`config.mk`:
```
export PLATFORM = sky130hd
export DESIGN_NAME = chm_hash
export DESIGN_NICKNAME = d
export VERILOG_FILES = /design/src/design/chm_pkg.sv /design/src/design/chm_hash.sv
export SDC_FILE = /design/constraint.sdc
export NUM_CORES = 1
export LEC_CHECK = 0
export BUFFER_PORTS_ARGS = -buffer_cell sky130_fd_sc_hd__buf_2
export CAP_MARGIN = 20
export CORE_MARGIN = 5
export CORE_UTILIZATION = 45
export DETAILED_ROUTE_END_ITERATION = 8
export SYNTH_ARGS = -nofsm -noshare
export SYNTH_HDL_FRONTEND = slang
export SYNTH_SLANG_ARGS = --single-unit
```
`constraint.sdc`:
```
create_clock -name i_clk -period 9.55 [get_ports i_clk]
set_clock_uncertainty 0.15 [all_clocks]
set_input_delay 0.4775 -clock i_clk [delete_from_list [all_inputs] [get_ports i_clk]]
set_output_delay 0.4775 -clock i_clk [all_outputs]
set_load 0.05 [all_outputs]
```
`src/design/chm_pkg.sv`:
```
// ----------------------------------------------------------------------------
// chm_pkg
// shared types and constants of the chained hash multimap
// ----------------------------------------------------------------------------
package chm_pkg;

    localparam int MAX_BUCKETS = 64;
    localparam int POOL_DEPTH  = 1024;
    localparam int MAX_REPORT  = 64;

    localparam int LINK_W = $clog2(POOL_DEPTH + 1);
    localparam int IDX_W  = $clog2(POOL_DEPTH);
    localparam int BKT_W  = (MAX_BUCKETS > 1) ? $clog2(MAX_BUCKETS) : 1;
    localparam int DIV_W  = $clog2(MAX_BUCKETS + 1);
    localparam int CNT_W  = 11;
    localparam int LIM_W  = 7;

    typedef logic [LINK_W-1:0] t_link;

    localparam t_link NIL_LINK = t_link'(POOL_DEPTH);

    localparam logic [1:0] K_INSERT = 2'd0;
    localparam logic [1:0] K_LOOKUP = 2'd1;
    localparam logic [1:0] K_ERASE  = 2'd2;

    localparam logic [31:0] HASH_MULT = 32'h27d4eb2d;
    localparam logic [31:0] HASH_XOR  = 32'd61;

    typedef struct packed {
        logic [1:0]       kind;
        logic [31:0]      key;
        logic [31:0]      value;
        logic [LIM_W-1:0] report_limit;
    } t_req;

    typedef struct packed {
        logic             status;
        logic [31:0]      found_value;
        logic             value_valid;
        logic [CNT_W-1:0] match_count;
        logic             last;
    } t_rsp;

endpackage

```
`src/design/chm_hash.sv`:
```
// ----------------------------------------------------------------------------
// chm_hash
// iterative integer hash of a key followed by a bit-serial modulo
// ----------------------------------------------------------------------------
module chm_hash (
    input  logic                      i_clk,
    input  logic                      i_rst_n,
    input  logic                      i_start,
    input  logic [31:0]               i_key,
    input  logic [chm_pkg::DIV_W-1:0] i_div,
    output logic                      o_done,
    output logic [chm_pkg::BKT_W-1:0] o_bucket
);

    localparam logic [2:0] P_IDLE = 3'd0;
    localparam logic [2:0] P_MIX1 = 3'd1;
    localparam logic [2:0] P_MIX2 = 3'd2;
    localparam logic [2:0] P_MIX3 = 3'd3;
    localparam logic [2:0] P_MUL  = 3'd4;
    localparam logic [2:0] P_MIX5 = 3'd5;
    localparam logic [2:0] P_MOD  = 3'd6;

    logic [2:0]                r_phase, n_phase;
    logic [31:0]               r_w, n_w;
    logic [4:0]                r_bit, n_bit;
    logic [chm_pkg::DIV_W-1:0] r_rem, n_rem;
    logic                      r_done, n_done;
    logic [chm_pkg::DIV_W:0]   shifted;

    assign shifted = {r_rem, r_w[r_bit]};

    always_comb begin
        n_phase = r_phase;
        n_w     = r_w;
        n_bit   = r_bit;
        n_rem   = r_rem;
        n_done  = 1'b0;
        case (r_phase)
            P_IDLE: begin
                if (i_start) begin
                    n_w     = i_key;
                    n_phase = P_MIX1;
                end
            end
            P_MIX1: begin
                n_w     = (r_w ^ chm_pkg::HASH_XOR) ^ (r_w >> 16);
                n_phase = P_MIX2;
            end
            P_MIX2: begin
                n_w     = r_w + (r_w << 3);
                n_phase = P_MIX3;
            end
            P_MIX3: begin
                n_w     = r_w ^ (r_w >> 4);
                n_phase = P_MUL;
            end
            P_MUL: begin
                n_w     = r_w * chm_pkg::HASH_MULT;
                n_phase = P_MIX5;
            end
            P_MIX5: begin
                n_w     = r_w ^ (r_w >> 15);
                n_bit   = 5'd31;
                n_rem   = '0;
                n_phase = P_MOD;
            end
            P_MOD: begin
                // restoring step, remainder stays below the divisor
                if (shifted >= {1'b0, i_div}) begin
                    n_rem = chm_pkg::DIV_W'(shifted - {1'b0, i_div});
                end else begin
                    n_rem = chm_pkg::DIV_W'(shifted);
                end
                n_bit = r_bit - 5'd1;
                if (r_bit == 5'd0) begin
                    n_done  = 1'b1;
                    n_phase = P_IDLE;
                end
            end
            default: n_phase = P_IDLE;
        endcase
    end

    always_ff @(posedge i_clk) begin
        if (!i_rst_n) begin
            r_phase <= P_IDLE;
            r_done  <= 1'b0;
        end else begin
            r_phase <= n_phase;
            r_done  <= n_done;
        end
        r_w   <= n_w;
        r_bit <= n_bit;
        r_rem <= n_rem;
    end

    assign o_done   = r_done;
    assign o_bucket = r_rem[chm_pkg::BKT_W-1:0];

endmodule

```
==> results.txt <==
In the layout the commonest cells are sky130_fd_sc_hd__inv_1, sky130_fd_sc_hd__ha_1, sky130_fd_sc_hd__fa_1. For the worst setup path, the data arrival time is 7.51 ns. The post-synthesis xor/xnor area fraction works out to 0.0752.

Setup repair after global routing left no endpoint under its margin. The flow ran to the end, and the final reports show no timing, DRC or antenna violations. The worst path needs 7.63 ns of the cycle, external delays included.

Across all hold checks on the routed design, the worst slack comes to 0.282 ns. For the number of failing setup endpoints in the final timing report, the log shows 0. Port buffering added 48 buffers. The number of synthesized register bits was 48; the fraction of synthesis flops using an asynchronous set or reset pin was 0. Counting flops with a built-in enable in the synthesized netlist gives 44.

In the post-synthesis netlist, the biggest area contributors are sky130_fd_sc_hd__fa_1, sky130_fd_sc_hd__ha_1, sky130_fd_sc_hd__inv_1, sky130_fd_sc_hd__edfxtp_1, sky130_fd_sc_hd__xnor2_1. The share of synthesized cell area in and, or, nand and nor gates is 0.0720. The tools report the number of global-route vias before repair as 11400. For this design, the sink count on the clock tree is 48. Dividing the detail-routed wire length by the instance count gives 22.3 um. The area share of the largest cell type after synthesis came out at 0.290. The first global-routing pass estimated 68.1 mm of wire. The count of hold-fix buffers inserted at cts was 0. The largest total area in the synthesized netlist belongs to sky130_fd_sc_hd__fa_1.

After clock tree synthesis, the clock-pin slew on the worst setup and hold paths is 0.08 ns. The biggest cell delay along the critical path came out at 0.82 ns. The initial core utilization came out at 0.452. The run gives 0.295 as the worst max-slew margin expressed relative to the limit.

Global routing finished with a remaining overflow of 0. The run gives 75 as the distinct cell type count of the synthesized netlist. The critical path goes through ha_1 -> xor2_1 -> ha_1 -> or2_2 -> fa_1 -> fa_1 -> fa_1 -> inv_1 -> fa_1 -> inv_1 -> fa_1 -> inv_1 -> fa_1 -> inv_1 -> ha_1 -> a21oi_1 -> o21ai_0 -> a32o_1 -> nor2_1 -> nor4_4 -> o31ai_4 -> o21ai_1 -> xnor2_1 -> o221ai_2. Average cell area after synthesis: 9.42 um^2.

The repair_antennas step left the layout with diodes totalling 0. The later pin in the worst-skew pair is clocked with a latency of 0.31 ns. The remaining design rule violation count was 0; the summed negative setup slack over all endpoints was 0 ns. The floorplan die height is 187 um. The area share of fa/ha/maj cells after synthesis is 0.489. TritonCTS built the clock tree. The library cell appearing most often on the critical path is sky130_fd_sc_hd__fa_1. Routability-driven placement finished with a final weighted congestion of 0.963. The path class of the tightest hold or removal check is in -> reg. At the pin with the least slew margin, the transition time is 1.06 ns. Pin placement for this block handled 49 I/O pins. For the number of max-slew violations in the final report, the log shows 0. The tools report the share of the yosys chip area belonging to registers as 0.0990.

Compared with the post-synthesis result, the final layout area differs by 6.20%. The run gives 0 as the number of buffers inserted by post-CTS setup repair. For this run, the number of standard cells in the final layout without fillers is 1943.

For the count of instances resized after the clock tree is built, the log shows 0. The final number of hold-violating endpoints is 0, and the via count is 10900. After the first detailed-routing iteration, the DRC count stood at 989.

CTS placed an instance of sky130_fd_sc_hd__clkbuf_16 at the clock tree root. The number of buffers inserted during clock tree synthesis is 5, and the number of buffers on the longest clock path is 2. Across the run, the number of max-cap violations was 0.

For this run, the leading register cell type out of synthesis is sky130_fd_sc_hd__edfxtp_1. The run gives 2.02 ns as the worst slack at placement. The critical path in this run is classified as reg -> reg. The run gives 43.2 mm as the final wirelength. The kind of start point of the critical path is a flip-flop. The library cell used most frequently in the layout, excluding fill and tap cells, is sky130_fd_sc_hd__inv_1. The detail route stage leaves a number of antenna-violating nets equal to 0.

The floorplan step set the die width to 187 um. The final clock period utilization by the worst path is 0.798, and the total global routing track utilization is 0.251. Including well taps, the total number of placed cells is 1935.

For the number of antenna violations at the first check in global routing, the log shows 0. The proportion of layout cells with a drive suffix above 1 is 0.0733, and the setup slack after layout is 1.92 ns. STA classifies the critical path endpoint as a flip-flop. The post-synth design cell area was 14200 um^2; the yosys synthesis warning count was 0.

At the worst endpoint, the required time is 9.43 ns. Counting every net in the synthesized netlist gives 1975. The run gives 36.9 mm as the detailed-placement wirelength estimate.

CTS built an H-tree with a depth of 2. Of all nets on the critical path, the largest fanout is 13. For this run, the post-layout net count is 2012. The floorplan has 65 rows. Area fraction in compound gates after synthesis: 0.126.

The overall die area was 35100 um^2. The via-per-instance ratio came out at 5.62. Combinational family with the most area after synthesis: adder cells. The first detailed-routing pass took 5 iterations. Derived from the worst setup path, the maximum achievable clock frequency is 131 MHz. For the cell count after synthesis, the log shows 1503. Entering global routing, the biggest net connects 35 pins. The portion of netlist area occupied by mux cells works out to 0.0268. The floorplan step defined a core boundary enclosing 31300 um^2. The slowest stage of the critical path is the sky130_fd_sc_hd__edfxtp_1 cell.
worst paths after layout:
| path | slack, ns | startpoint | end | cells past startpoint |
|---|---|---|---|---|
| worst max-delay path | 1.92 | r_w[2] | r_w[31] | 24 |
| worst min-delay path | 0.28 | i_rst_n | r_phase[1] | 2 |
| worst max register to register | 1.92 | r_w[2] | r_w[31] | 24 |
| worst min register to register | 0.48 | r_rem[1] | r_rem[2] | 2 |
cells by family after synthesis:
logic type,Yosys count
buf+inv,410
compound gates,251
fa+ha+maj,430
flops,48
mux,25
simple gates,219
xor+xnor,120
critical path, delay by kind of cell (launching register included):
| family | cells | cell delay [ns] |
|---|---|---|
| AO/OA/AOI/OAI | 6 | 1.16 |
| XOR/XNOR | 2 | 0.41 |
| adder cells (fa/ha/maj) | 9 | 3.90 |
| buffers and inverters | 4 | 0.21 |
| flip-flops | 1 | 0.82 |
| AND/OR/NAND/NOR | 3 | 0.69 |
flip-flops by register name (all words and copies together), names as in the netlist:
name	flops
r_w	32
r_rem	7
r_bit	5
r_phase	3
o_done	1
per-layer routing:
layer / global-route usage / part of all wire / vias up
met5: 0 / 0 / -
met4: 0.0577 / 0.030 / 0
li1: - / - / 4989
met3: 0.0368 / 0.070 / 84
met1: 0.355 / 0.44 / 5397
met2: 0.412 / 0.46 / 457
cell type report:
class	count	area [um^2]
tap	402	503
timing repair buffer	69	398
clock inverter	3	42.5
multi-input combinational	1045	11200
sequential	48	1400
fill	3006	16300
clock buffer	5	125
inverter	371	1390
cell usage after synthesis, types with 6 or more instances:
| cell type | n |
|---|---|
| sky130_fd_sc_hd__inv_1 | 371 |
| sky130_fd_sc_hd__ha_1 | 225 |
| sky130_fd_sc_hd__fa_1 | 205 |
| sky130_fd_sc_hd__xnor2_1 | 80 |
| sky130_fd_sc_hd__nor2_1 | 75 |
| sky130_fd_sc_hd__a21oi_1 | 66 |
| sky130_fd_sc_hd__nand2_1 | 63 |
| sky130_fd_sc_hd__edfxtp_1 | 44 |
| sky130_fd_sc_hd__xor2_1 | 39 |
| sky130_fd_sc_hd__o21ai_0 | 35 |
| sky130_fd_sc_hd__clkbuf_1 | 26 |
| sky130_fd_sc_hd__a21o_1 | 24 |
| sky130_fd_sc_hd__nor3_1 | 14 |
| sky130_fd_sc_hd__mux2i_1 | 12 |
| sky130_fd_sc_hd__nand3_1 | 12 |
| sky130_fd_sc_hd__o221ai_1 | 12 |
| sky130_fd_sc_hd__a22oi_1 | 10 |
| sky130_fd_sc_hd__mux4_2 | 10 |
| sky130_fd_sc_hd__nor2b_1 | 10 |
| sky130_fd_sc_hd__a221o_1 | 9 |
| sky130_fd_sc_hd__o22ai_1 | 9 |
| sky130_fd_sc_hd__a221oi_1 | 8 |
| sky130_fd_sc_hd__nand2b_1 | 8 |
| sky130_fd_sc_hd__and3_1 | 7 |
| sky130_fd_sc_hd__o21a_1 | 7 |
| sky130_fd_sc_hd__buf_4 | 6 |
| sky130_fd_sc_hd__o21ai_1 | 6 |
| sky130_fd_sc_hd__o21bai_1 | 6 |
| sky130_fd_sc_hd__or3_1 | 6 |
metrics by stage:
stage	instance area, um^2	util
2_1_floorplan	14200	-
3_3_place_gp	14900	0.475
3_5_place_dp	14900	0.475
4_1_cts	15000	0.480
5_1_grt	15000	0.480
6_report	15000	0.480
Power is left out: the tool's default activity adds up to more than one toggle a clock period on the data nets, which glitch-free logic cannot reach.
